## config.mk

```make
export PLATFORM = sky130hd
export DESIGN_NAME = pulse_beat_detector
export DESIGN_NICKNAME = d
export VERILOG_FILES = /design/src/sv/pbd_pkg.sv /design/src/sv/pbd_div.sv /design/src/sv/pbd_core.sv /design/src/sv/pulse_beat_detector.sv
export SDC_FILE = /design/constraint.sdc
export NUM_CORES = 2
export LEC_CHECK = 0
export BUFFER_PORTS_ARGS = -buffer_cell sky130_fd_sc_hd__buf_2
export CAP_MARGIN = 20
export CORE_AREA = 2 2 311 313
export DETAILED_ROUTE_END_ITERATION = 16
export DIE_AREA = 0 0 313 315
export PLACE_DENSITY = 0.47
export SLEW_MARGIN = 20
export SYNTH_ARGS = -nofsm -noshare
export SYNTH_HDL_FRONTEND = slang
export SYNTH_HIERARCHICAL = 1
export SYNTH_SLANG_ARGS = --single-unit
```

## constraint.sdc

```tcl
create_clock -name clk -period 7.85 [get_ports clk]
set_input_delay 0.785 -clock clk [delete_from_list [all_inputs] [get_ports clk]]
set_output_delay 0.785 -clock clk [all_outputs]
set_load 0.1 [all_outputs]
```

## src/sv/pbd_pkg.sv

```systemverilog
// Shared types and constants of the pulse beat detector.
// No dependencies; imported by every module of the block.
package pbd_pkg;

  // Detector phases, as reported on phase_now
  typedef enum logic [2:0] {
    PH_INIT   = 3'd0,
    PH_WAIT   = 3'd1,
    PH_FOLLOW = 3'd2,
    PH_MAYBE  = 3'd3,
    PH_MASK   = 3'd4
  } phase_t;

  // Sequencer states of the core
  typedef enum logic [2:0] {
    CS_IDLE,
    CS_EVAL,
    CS_DIV10,
    CS_PEAK,
    CS_PCT,
    CS_PERIOD,
    CS_RATE,
    CS_DONE
  } core_state_t;

  // Configuration port
  localparam int CFG_IDX_W  = 4;
  localparam int CFG_DATA_W = 16;

  localparam logic [CFG_IDX_W-1:0] REG_MIN_THRESHOLD    = 4'd0;
  localparam logic [CFG_IDX_W-1:0] REG_MAX_THRESHOLD    = 4'd1;
  localparam logic [CFG_IDX_W-1:0] REG_DROP_MARGIN      = 4'd2;
  localparam logic [CFG_IDX_W-1:0] REG_START_HOLDOFF_MS = 4'd3;
  localparam logic [CFG_IDX_W-1:0] REG_MASK_HOLDOFF_MS  = 4'd4;
  localparam logic [CFG_IDX_W-1:0] REG_STALE_DELAY_MS   = 4'd5;
  localparam logic [CFG_IDX_W-1:0] REG_MIN_INTERVAL_MS  = 4'd6;
  localparam logic [CFG_IDX_W-1:0] REG_MAX_INTERVAL_MS  = 4'd7;

  localparam logic [14:0] RST_MIN_THRESHOLD    = 15'd40;
  localparam logic [14:0] RST_MAX_THRESHOLD    = 15'd800;
  localparam logic [14:0] RST_DROP_MARGIN      = 15'd100;
  localparam logic [15:0] RST_START_HOLDOFF_MS = 16'd2000;
  localparam logic [15:0] RST_MASK_HOLDOFF_MS  = 16'd400;
  localparam logic [15:0] RST_STALE_DELAY_MS   = 16'd2500;
  localparam logic [15:0] RST_MIN_INTERVAL_MS  = 16'd500;
  localparam logic [15:0] RST_MAX_INTERVAL_MS  = 16'd1500;

  // Serial divider sizing
  localparam int DIV_NUM_W = 22;
  localparam int DIV_DEN_W = 16;
  localparam int DIV_CNT_W = $clog2(DIV_NUM_W);

  // Arithmetic constants
  localparam logic [DIV_DEN_W-1:0] SAMPLE_MS  = 16'd10;
  localparam logic [DIV_DEN_W-1:0] DECAY_DEN  = 16'd100;
  localparam logic [DIV_DEN_W-1:0] PERIOD_DEN = 16'd10;
  localparam logic [DIV_NUM_W-1:0] DECAY_MUL  = 22'd99;
  localparam logic [DIV_NUM_W-1:0] PEAK_GAIN  = 22'd7;
  localparam logic [DIV_NUM_W-1:0] PERIOD_NEW = 22'd6;
  localparam logic [DIV_NUM_W-1:0] PERIOD_OLD = 22'd4;
  localparam logic [15:0]          MS_PER_MIN = 16'd60000;
  localparam int                   RATE_SHIFT = 3;

  typedef struct packed {
    logic              kind;
    logic signed [15:0] sample;
    logic [31:0]       now_ms;
  } in_item_t;

  typedef struct packed {
    logic        beat;
    logic [15:0] rate_bpm;
    logic [2:0]  phase_now;
    logic [14:0] threshold_now;
  } out_item_t;

  typedef struct packed {
    logic [14:0] min_threshold;
    logic [14:0] max_threshold;
    logic [14:0] drop_margin;
    logic [15:0] start_holdoff_ms;
    logic [15:0] mask_holdoff_ms;
    logic [15:0] stale_delay_ms;
    logic [15:0] min_interval_ms;
    logic [15:0] max_interval_ms;
  } cfg_regs_t;

  typedef struct packed {
    logic                 go;
    logic [DIV_NUM_W-1:0] num;
    logic [DIV_DEN_W-1:0] den;
  } div_req_t;

  typedef struct packed {
    logic                 done;
    logic [DIV_NUM_W-1:0] quo;
  } div_rsp_t;

endpackage

```

## src/sv/pbd_div.sv

```systemverilog
// Bit-serial restoring divider, one quotient bit per cycle.
// Depends on pbd_pkg for the request and response structs.
module pbd_div
  import pbd_pkg::*;
(
  input  logic     clk,
  input  logic     rst,
  input  div_req_t req,
  output div_rsp_t rsp
);

  localparam logic [DIV_CNT_W-1:0] CNT_LAST = DIV_CNT_W'(DIV_NUM_W - 1);

  logic                 busy;
  logic                 done;
  logic [DIV_CNT_W-1:0] cnt;
  logic [DIV_DEN_W-1:0] rem;
  logic [DIV_DEN_W-1:0] den;
  logic [DIV_NUM_W-1:0] qsh;

  logic [DIV_DEN_W:0]   rem_sh;
  logic [DIV_DEN_W+1:0] diff;
  logic                 qbit;
  logic [DIV_DEN_W-1:0] rem_next;

  // One restoring step: shift in the next dividend bit, try the subtract
  always_comb begin
    rem_sh = {rem, qsh[DIV_NUM_W-1]};
    diff   = {1'b0, rem_sh} - {2'b00, den};
    qbit   = ~diff[DIV_DEN_W+1];
    if (qbit) begin
      rem_next = diff[DIV_DEN_W-1:0];
    end else begin
      rem_next = rem_sh[DIV_DEN_W-1:0];
    end
  end

  // Control
  always_ff @(posedge clk) begin
    if (rst) begin
      busy <= 1'b0;
      done <= 1'b0;
      cnt  <= '0;
    end else begin
      done <= 1'b0;
      if (req.go) begin
        busy <= 1'b1;
        cnt  <= '0;
      end else if (busy) begin
        cnt <= cnt + 1'b1;
        if (cnt == CNT_LAST) begin
          busy <= 1'b0;
          done <= 1'b1;
        end
      end
    end
  end

  // Datapath: dividend shifts out at the top as quotient bits shift in
  always_ff @(posedge clk) begin
    if (req.go) begin
      qsh <= req.num;
      den <= req.den;
      rem <= '0;
    end else if (busy) begin
      qsh <= {qsh[DIV_NUM_W-2:0], qbit};
      rem <= rem_next;
    end
  end

  assign rsp.done = done;
  assign rsp.quo  = qsh;

endmodule

```

## src/sv/pbd_core.sv

```systemverilog
// Detector sequencer: phase machine, threshold tracking and rate smoothing.
// Depends on pbd_pkg; instantiates the shared serial divider pbd_div.
module pbd_core
  import pbd_pkg::*;
(
  input  logic      clk,
  input  logic      rst,
  input  cfg_regs_t cfg,
  input  logic      in_valid,
  output logic      in_ready,
  input  in_item_t  in_data,
  output logic      res_valid,
  input  logic      res_ready,
  output out_item_t res
);

  core_state_t state, state_next;

  // Architectural state
  phase_t      phase, phase_next;
  logic [14:0] level, level_next;
  logic [14:0] last_peak, last_peak_next;
  logic [31:0] last_beat_time, last_beat_time_next;
  logic [15:0] smoothed_period, smoothed_period_next;
  logic [15:0] smoothed_rate, smoothed_rate_next;
  logic        beat, beat_next;
  in_item_t    item, item_next;
  div_req_t    div_req, div_req_next;
  div_rsp_t    div_rsp;

  // Decision terms
  logic [31:0]        since;
  logic [15:0]        since16;
  logic signed [17:0] s18, lvl18, max18, min18, drop18, quo18, diff18;
  logic               samp_above, samp_below, drop_hit, in_window, stale;
  logic [14:0]        rise_lvl;
  logic [14:0]        dec_lvl, dec_lp;
  logic [15:0]        dec_sp;
  logic               use_peak;
  logic [12:0]        tenths;
  logic [18:0]        rate_sum;

  pbd_div u_div (
    .clk (clk),
    .rst (rst),
    .req (div_req),
    .rsp (div_rsp)
  );

  // Comparisons on the latched item
  always_comb begin
    since      = item.now_ms - last_beat_time;
    since16    = since[15:0];
    s18        = {{2{item.sample[15]}}, item.sample};
    lvl18      = {3'b000, level};
    max18      = {3'b000, cfg.max_threshold};
    min18      = {3'b000, cfg.min_threshold};
    drop18     = {3'b000, cfg.drop_margin};
    samp_above = s18 > lvl18;
    samp_below = s18 < lvl18;
    drop_hit   = (s18 + drop18) < lvl18;
    in_window  = (since >= {16'h0000, cfg.min_interval_ms}) &&
                 (since <= {16'h0000, cfg.max_interval_ms});
    stale      = since > {16'h0000, cfg.stale_delay_ms};
    rise_lvl   = (s18 > max18) ? cfg.max_threshold : item.sample[14:0];
    // Waiting raises and clears stale history before the decay
    if (phase == PH_WAIT) begin
      dec_lvl = samp_above ? rise_lvl : level;
      dec_lp  = stale ? 15'd0 : last_peak;
      dec_sp  = stale ? 16'd0 : smoothed_period;
    end else begin
      dec_lvl = level;
      dec_lp  = last_peak;
      dec_sp  = smoothed_period;
    end
    use_peak = (dec_lp != 15'd0) && (dec_sp != 16'd0);
    // Divider results
    tenths   = div_rsp.quo[12:0];
    quo18    = {1'b0, div_rsp.quo[16:0]};
    diff18   = lvl18 - quo18;
    rate_sum = ({3'b000, smoothed_rate} << RATE_SHIFT) - {3'b000, smoothed_rate}
               + {3'b000, div_rsp.quo[15:0]};
  end

  // Next state
  always_comb begin
    state_next = state;
    unique case (state)
      CS_IDLE: begin
        if (in_valid) begin
          state_next = CS_EVAL;
        end
      end
      CS_EVAL: begin
        state_next = CS_DONE;
        if (!item.kind) begin
          unique case (phase)
            PH_WAIT, PH_MASK: begin
              state_next = use_peak ? CS_DIV10 : CS_PCT;
            end
            PH_MAYBE: begin
              if (drop_hit && in_window) begin
                if (smoothed_period != 16'd0) begin
                  state_next = CS_PERIOD;
                end else if (since16 != 16'd0) begin
                  state_next = CS_RATE;
                end
              end
            end
            default: state_next = CS_DONE;
          endcase
        end
      end
      CS_DIV10: begin
        if (div_rsp.done) begin
          state_next = CS_PEAK;
        end
      end
      CS_PEAK, CS_PCT, CS_RATE: begin
        if (div_rsp.done) begin
          state_next = CS_DONE;
        end
      end
      CS_PERIOD: begin
        if (div_rsp.done) begin
          state_next = (div_rsp.quo[15:0] == 16'd0) ? CS_DONE : CS_RATE;
        end
      end
      CS_DONE: begin
        if (res_ready) begin
          state_next = CS_IDLE;
        end
      end
      default: state_next = CS_IDLE;
    endcase
  end

  // Datapath updates
  always_comb begin
    phase_next           = phase;
    level_next           = level;
    last_peak_next       = last_peak;
    last_beat_time_next  = last_beat_time;
    smoothed_period_next = smoothed_period;
    smoothed_rate_next   = smoothed_rate;
    beat_next            = beat;
    item_next            = item;
    div_req_next         = '{go: 1'b0, num: div_req.num, den: div_req.den};
    unique case (state)
      CS_IDLE: begin
        if (in_valid) begin
          item_next = in_data;
          beat_next = 1'b0;
        end
      end
      CS_EVAL: begin
        if (item.kind) begin
          phase_next           = PH_INIT;
          level_next           = cfg.min_threshold;
          last_peak_next       = '0;
          last_beat_time_next  = '0;
          smoothed_period_next = '0;
          smoothed_rate_next   = '0;
        end else begin
          unique case (phase)
            PH_INIT: begin
              if (item.now_ms > {16'h0000, cfg.start_holdoff_ms}) begin
                phase_next = PH_WAIT;
              end
            end
            PH_WAIT, PH_MASK: begin
              if (phase == PH_WAIT) begin
                if (samp_above) begin
                  phase_next = PH_FOLLOW;
                end
                if (stale) begin
                  smoothed_rate_next = '0;
                end
              end else if (since > {16'h0000, cfg.mask_holdoff_ms}) begin
                phase_next = PH_WAIT;
              end
              level_next           = dec_lvl;
              last_peak_next       = dec_lp;
              smoothed_period_next = dec_sp;
              div_req_next.go      = 1'b1;
              if (use_peak) begin
                div_req_next.num = DIV_NUM_W'(dec_sp);
                div_req_next.den = SAMPLE_MS;
              end else begin
                div_req_next.num = DIV_NUM_W'(dec_lvl) * DECAY_MUL;
                div_req_next.den = DECAY_DEN;
              end
            end
            PH_FOLLOW: begin
              if (samp_below) begin
                phase_next = PH_MAYBE;
              end else begin
                level_next = rise_lvl;
              end
            end
            PH_MAYBE: begin
              if (drop_hit) begin
                beat_next           = 1'b1;
                last_peak_next      = level;
                phase_next          = PH_MASK;
                last_beat_time_next = item.now_ms;
                if (in_window) begin
                  if (smoothed_period == 16'd0) begin
                    smoothed_period_next = since16;
                    div_req_next.go      = (since16 != 16'd0);
                    div_req_next.num     = DIV_NUM_W'(MS_PER_MIN);
                    div_req_next.den     = since16;
                  end else begin
                    div_req_next.go  = 1'b1;
                    div_req_next.num = DIV_NUM_W'(since16) * PERIOD_NEW +
                                       DIV_NUM_W'(smoothed_period) * PERIOD_OLD;
                    div_req_next.den = PERIOD_DEN;
                  end
                end
              end else begin
                phase_next = PH_FOLLOW;
              end
            end
            default: begin
              // unknown phase code acts as a restart
              phase_next           = PH_INIT;
              level_next           = cfg.min_threshold;
              last_peak_next       = '0;
              last_beat_time_next  = '0;
              smoothed_period_next = '0;
              smoothed_rate_next   = '0;
            end
          endcase
        end
      end
      CS_DIV10: begin
        // divisor is max(period / 10, 1) * 10
        if (div_rsp.done) begin
          div_req_next.go  = 1'b1;
          div_req_next.num = DIV_NUM_W'(last_peak) * PEAK_GAIN;
          if (tenths == 13'd0) begin
            div_req_next.den = SAMPLE_MS;
          end else begin
            div_req_next.den = DIV_DEN_W'(tenths) * SAMPLE_MS;
          end
        end
      end
      CS_PEAK: begin
        if (div_rsp.done) begin
          level_next = (diff18 < min18) ? cfg.min_threshold : diff18[14:0];
        end
      end
      CS_PCT: begin
        if (div_rsp.done) begin
          level_next = (div_rsp.quo[14:0] < cfg.min_threshold) ?
                       cfg.min_threshold : div_rsp.quo[14:0];
        end
      end
      CS_PERIOD: begin
        if (div_rsp.done) begin
          smoothed_period_next = div_rsp.quo[15:0];
          div_req_next.go      = (div_rsp.quo[15:0] != 16'd0);
          div_req_next.num     = DIV_NUM_W'(MS_PER_MIN);
          div_req_next.den     = div_rsp.quo[15:0];
        end
      end
      CS_RATE: begin
        if (div_rsp.done) begin
          if (smoothed_rate == 16'd0) begin
            smoothed_rate_next = div_rsp.quo[15:0];
          end else begin
            smoothed_rate_next = rate_sum[18:RATE_SHIFT];
          end
        end
      end
      default: begin
      end
    endcase
  end

  // Handshake and result outputs
  always_comb begin
    in_ready          = (state == CS_IDLE);
    res_valid         = (state == CS_DONE);
    res.beat          = beat;
    res.rate_bpm      = smoothed_rate;
    res.phase_now     = phase;
    res.threshold_now = level;
  end

  always_ff @(posedge clk) begin
    if (rst) begin
      state           <= CS_IDLE;
      div_req         <= '0;
      phase           <= PH_INIT;
      level           <= RST_MIN_THRESHOLD;
      last_peak       <= '0;
      last_beat_time  <= '0;
      smoothed_period <= '0;
      smoothed_rate   <= '0;
      beat            <= 1'b0;
    end else begin
      state           <= state_next;
      div_req         <= div_req_next;
      phase           <= phase_next;
      level           <= level_next;
      last_peak       <= last_peak_next;
      last_beat_time  <= last_beat_time_next;
      smoothed_period <= smoothed_period_next;
      smoothed_rate   <= smoothed_rate_next;
      beat            <= beat_next;
    end
  end

  // Payload register
  always_ff @(posedge clk) begin
    item <= item_next;
  end

endmodule

```

## src/sv/pulse_beat_detector.sv

```systemverilog
// Pulse beat detector, top level: configuration registers, output register
// and the detector core. Depends on pbd_pkg; instantiates pbd_core.
//
// Usage:
//   in channel  : one transaction per item, a filtered sample with its ms
//                 timestamp (kind = 0) or a restart (kind = 1).
//   out channel : exactly one result transaction per input item, in order:
//                 beat flag, smoothed rate, phase and threshold after the item.
//   cfg channel : register index and data; always ready. The user must write
//                 only while the block is idle; the block does not enforce it.
// Sequencing: items that need no division go from the evaluation state to
//   the done state and into the output register; items that decay the
//   threshold or update the rate run one or two divisions on the shared
//   bit-serial divider, 22 quotient bits each, between those two states.
// Throughput: one item at a time; the next item is taken as soon as the
//   previous result sits in the output register.
// Reset: registers return to their documented defaults, detector goes to
//   the init phase with the threshold at the minimum.
// Stall: a result held by out_ready stays in the output register; the core
//   finishes the following item and then waits until the register frees up.
module pulse_beat_detector
  import pbd_pkg::*;
(
  input  logic                  clk,
  input  logic                  rst,
  input  logic                  in_valid,
  output logic                  in_ready,
  input  in_item_t              in_data,
  output logic                  out_valid,
  input  logic                  out_ready,
  output out_item_t             out_data,
  input  logic                  cfg_valid,
  output logic                  cfg_ready,
  input  logic [CFG_IDX_W-1:0]  cfg_index,
  input  logic [CFG_DATA_W-1:0] cfg_data
);

  cfg_regs_t cfg;
  logic      res_valid;
  logic      res_ready;
  out_item_t res;

  assign cfg_ready = 1'b1;

  // Configuration register file
  always_ff @(posedge clk) begin
    if (rst) begin
      cfg.min_threshold    <= RST_MIN_THRESHOLD;
      cfg.max_threshold    <= RST_MAX_THRESHOLD;
      cfg.drop_margin      <= RST_DROP_MARGIN;
      cfg.start_holdoff_ms <= RST_START_HOLDOFF_MS;
      cfg.mask_holdoff_ms  <= RST_MASK_HOLDOFF_MS;
      cfg.stale_delay_ms   <= RST_STALE_DELAY_MS;
      cfg.min_interval_ms  <= RST_MIN_INTERVAL_MS;
      cfg.max_interval_ms  <= RST_MAX_INTERVAL_MS;
    end else if (cfg_valid && cfg_ready) begin
      unique case (cfg_index)
        REG_MIN_THRESHOLD:    cfg.min_threshold    <= cfg_data[14:0];
        REG_MAX_THRESHOLD:    cfg.max_threshold    <= cfg_data[14:0];
        REG_DROP_MARGIN:      cfg.drop_margin      <= cfg_data[14:0];
        REG_START_HOLDOFF_MS: cfg.start_holdoff_ms <= cfg_data;
        REG_MASK_HOLDOFF_MS:  cfg.mask_holdoff_ms  <= cfg_data;
        REG_STALE_DELAY_MS:   cfg.stale_delay_ms   <= cfg_data;
        REG_MIN_INTERVAL_MS:  cfg.min_interval_ms  <= cfg_data;
        REG_MAX_INTERVAL_MS:  cfg.max_interval_ms  <= cfg_data;
        default: begin
        end
      endcase
    end
  end

  pbd_core u_core (
    .clk       (clk),
    .rst       (rst),
    .cfg       (cfg),
    .in_valid  (in_valid),
    .in_ready  (in_ready),
    .in_data   (in_data),
    .res_valid (res_valid),
    .res_ready (res_ready),
    .res       (res)
  );

  // Output register separates the core from the receiver
  assign res_ready = !out_valid || out_ready;

  always_ff @(posedge clk) begin
    if (rst) begin
      out_valid <= 1'b0;
    end else if (res_ready) begin
      out_valid <= res_valid;
    end
  end

  always_ff @(posedge clk) begin
    if (res_valid && res_ready) begin
      out_data <= res;
    end
  end

endmodule

```

==> impl_metrics.toml <==
[die]
pin_count = 112
row_count = 114
fp.dieArea_um2 = 98600
dieHeight_um = 315
die_w_um = 313
core-area_um2 = 95710
initial_core_util_pct = 32.50

[flow_run]
maxCapViolCount = 0

[yosys]
syn_area_um2 = 31110
ys_seq_elements = 411
yosys_warnings = 6
synthCells = 3471
avgSynthCellArea_um2 = 8.963
syn-num-nets = 3988
synth_edf_count = 122
postSynth.asyncResetShare_pct = 0
synth_ff_type = "dfxtp_1"
yosysSeqAreaShare_pct = 30.37
yosys.cell_types.count = 104

[timing]
clock_skew_ns = 0.03473
tightest_slew_ns = 1.197
min_period_ns = 7.082
whs_ns = 0.3104
setup_ws_ns = 0.7681
finalSetupTns_ns = 0
setup_viol = 0
hold_viol_final = 0
timing.final.crit_share_pct = 90.22
relSlewSlack_pct = 19.69
max_freq_mhz = 141.2
grt_setup_unrepaired = "no"
finalMaxSlewViolations = 0

[placement]
dp.cells = 4798
place_area_um2 = 33270
port_buffers = 110
dp_slack_ns = 0.9156
place.gp.congestion = 0.9044
hpwlAfterDp_mm = 80.43

[global_routing]
grt_overflow = 0
grt_pass1_vias = 25320
top_usage_layer = "met2"
use_met2_pct = 33.55
use_met1_pct = 30.30
met3_usage_pct = 2.671
grt_usage_pct = 21.21
grt_max_degree = 188
grt_pass1_wl_mm = 160.4
antenna_found_initial = 2

[setup_path]
slowest_delay_ns = 0.53
cp.arrival_ns = 7.66
worstPathRequired_ns = 8.43
cpMostUsedCell = "ha_1"
crit_slowest_cell = "dfxtp_1"
crit_type = "register to register"
end_kind = "register"
cp_top_family = "compound AO/OA/AOI/OAI gates"
crit_buf_inv = 3
worst-path-max-fanout = 20
start_kind = "register"

[power_and_ir_drop]
p_leak_nw = 15.20
p_total_mw = 9.332
powerDensity_nw_per_um2 = 265.7
peakVddDrop_mv = 0.1903

[detailed_routing]
drt_iter0_drc = 2110
wl_mm = 105.8
vias = 25980
postRouteAntennaNets = 0
drt-pass1-iter-count = 6
viasPerCell = 5.302
drc = 0
avgRoutedWirePerCell_um = 21.58

[final_layout]
fin_area_um2 = 35120
final-instance-count-excl-fill = 4900
fillers = 9870
diodes = 0
nNetsFinal = 4095
multi_input_area_um2 = 19760
area_delta_synth_final_pct = 12.90
seq_area_um2 = 9450
utilization_pct = 36.70
drive_above_1_share_pct = 10.18

[clock_tree]
clockBufferDepth = 3
path_clk_slew_ns = 0.06
root_buffer = "clkbuf_16"
clkSinkCount = 411
cts_buffers = 54
cts_max_level = 2
postCtsHoldBufs = 0
tritoncts = "built"
cts_resized = 0
post_cts_buffers = 0
clock_latency_ns = 0.65

[min_path]
hold_path.class = "input port to register"

[status]
outcome = "finished clean"
[power by group]
part / internal [mW] / switching (mW) / total [mW]
clock: 1.54 / 1.05 / 2.59
combinational: 1.59 / 2.64 / 4.23
sequential: 2.36 / 0.157 / 2.51
total: 5.49 / 3.85 / 9.33
[metal layers]
metal | part of all wire (%) | vias up
li1 | - | 12720
met1 | 49 | 12510
met2 | 44 | 615
met3 | 4.4 | 143
met4 | 2.7 | 0
met5 | 0 | -
[synthesized netlist by cell type (34+ instances only)]
cell,instances,area [µm²]
mux2i_1,181,1812
clkbuf_1,83,311.6
nand4_1,42,262.8
inv_1,345,1295
xor2_1,47,411.6
o21ai_0,141,705.7
a21oi_1,271,1356
ha_1,393,4917
nand2_1,198,743.2
edfxtp_1,122,3664
fa_1,50,1001
dfxtp_1,289,5786
a22oi_1,34,255.2
nand2b_1,146,913.4
o21a_1,39,292.8
xnor2_1,93,814.5
nor3_1,42,210.2
nand3_1,80,400.4
nor2_1,234,878.3
a21o_1,71,533.0
[worst paths after layout]
kind                            depth (start not counted)               start                   end  slack, ns
worst max-delay path                                   26     u_core/level[7]    u_core/div_req[33]       0.77
worst min-delay path                                    1          in_data[8]        u_core/item[8]       0.31
worst max register to register                         26     u_core/level[7]    u_core/div_req[33]       0.77
worst min register to register                          0  u_core/div_req[12]  u_core/u_div/den[12]       0.43
[cells by family after synthesis]
| logic type | after synthesis | share of synthesized area [%] |
|---|---|---|
| AND/OR/NAND/NOR | 916 | 14.95 |
| flip-flops | 411 | 30.37 |
| AO/OA/AOI/OAI | 871 | 18.75 |
| buffers and inverters | 484 | 6.262 |
| other | 1 | 0.01205 |
| XOR/XNOR | 140 | 3.941 |
| multiplexers | 205 | 6.692 |
| adder cells (fa/ha/maj) | 443 | 19.02 |
[worst reg2reg max path: cells and delay by family (launching register included)]
family | cells | cell delay (ns)
buffers and inverters | 3 | 0.60
adders and majority gates | 6 | 1.83
AOI/OAI and AO/OA | 10 | 2.50
DFF | 1 | 0.53
and+or+nand+nor | 7 | 1.54
[registers in the layout, summed over array words and instances, names as in the netlist, 22 cells and up]
register               count
u_core/div_req            39
u_core/item               49
u_core/u_div/qsh          22
u_core/last_beat_time     32
cfg                      125
out_data                  35
[layout make-up]
type,instances,area share [%]
multi-input cells,2576,56.26
flip-flops and latches,411,26.91
well taps,1276,4.545
clock buffers,73,4.488
inverters,346,3.698
repair buffers,189,3.309
clock inverters,29,0.7944
[placed cells by master (no fill, tap or decap), types with 71 or more instances in the layout]
master and instances:
mux2i_1 181, a21oi_1 271, nand3_1 80, ha_1 393, dfxtp_1 288, edfxtp_1 122
buf_2 109, xnor2_1 93, a21o_1 71, nor2_1 232, o21ai_0 141, nand2_1 198
nand2b_1 146, inv_1 345, buf_4 78
No activity file was read; power rests on OpenSTA's default activity.
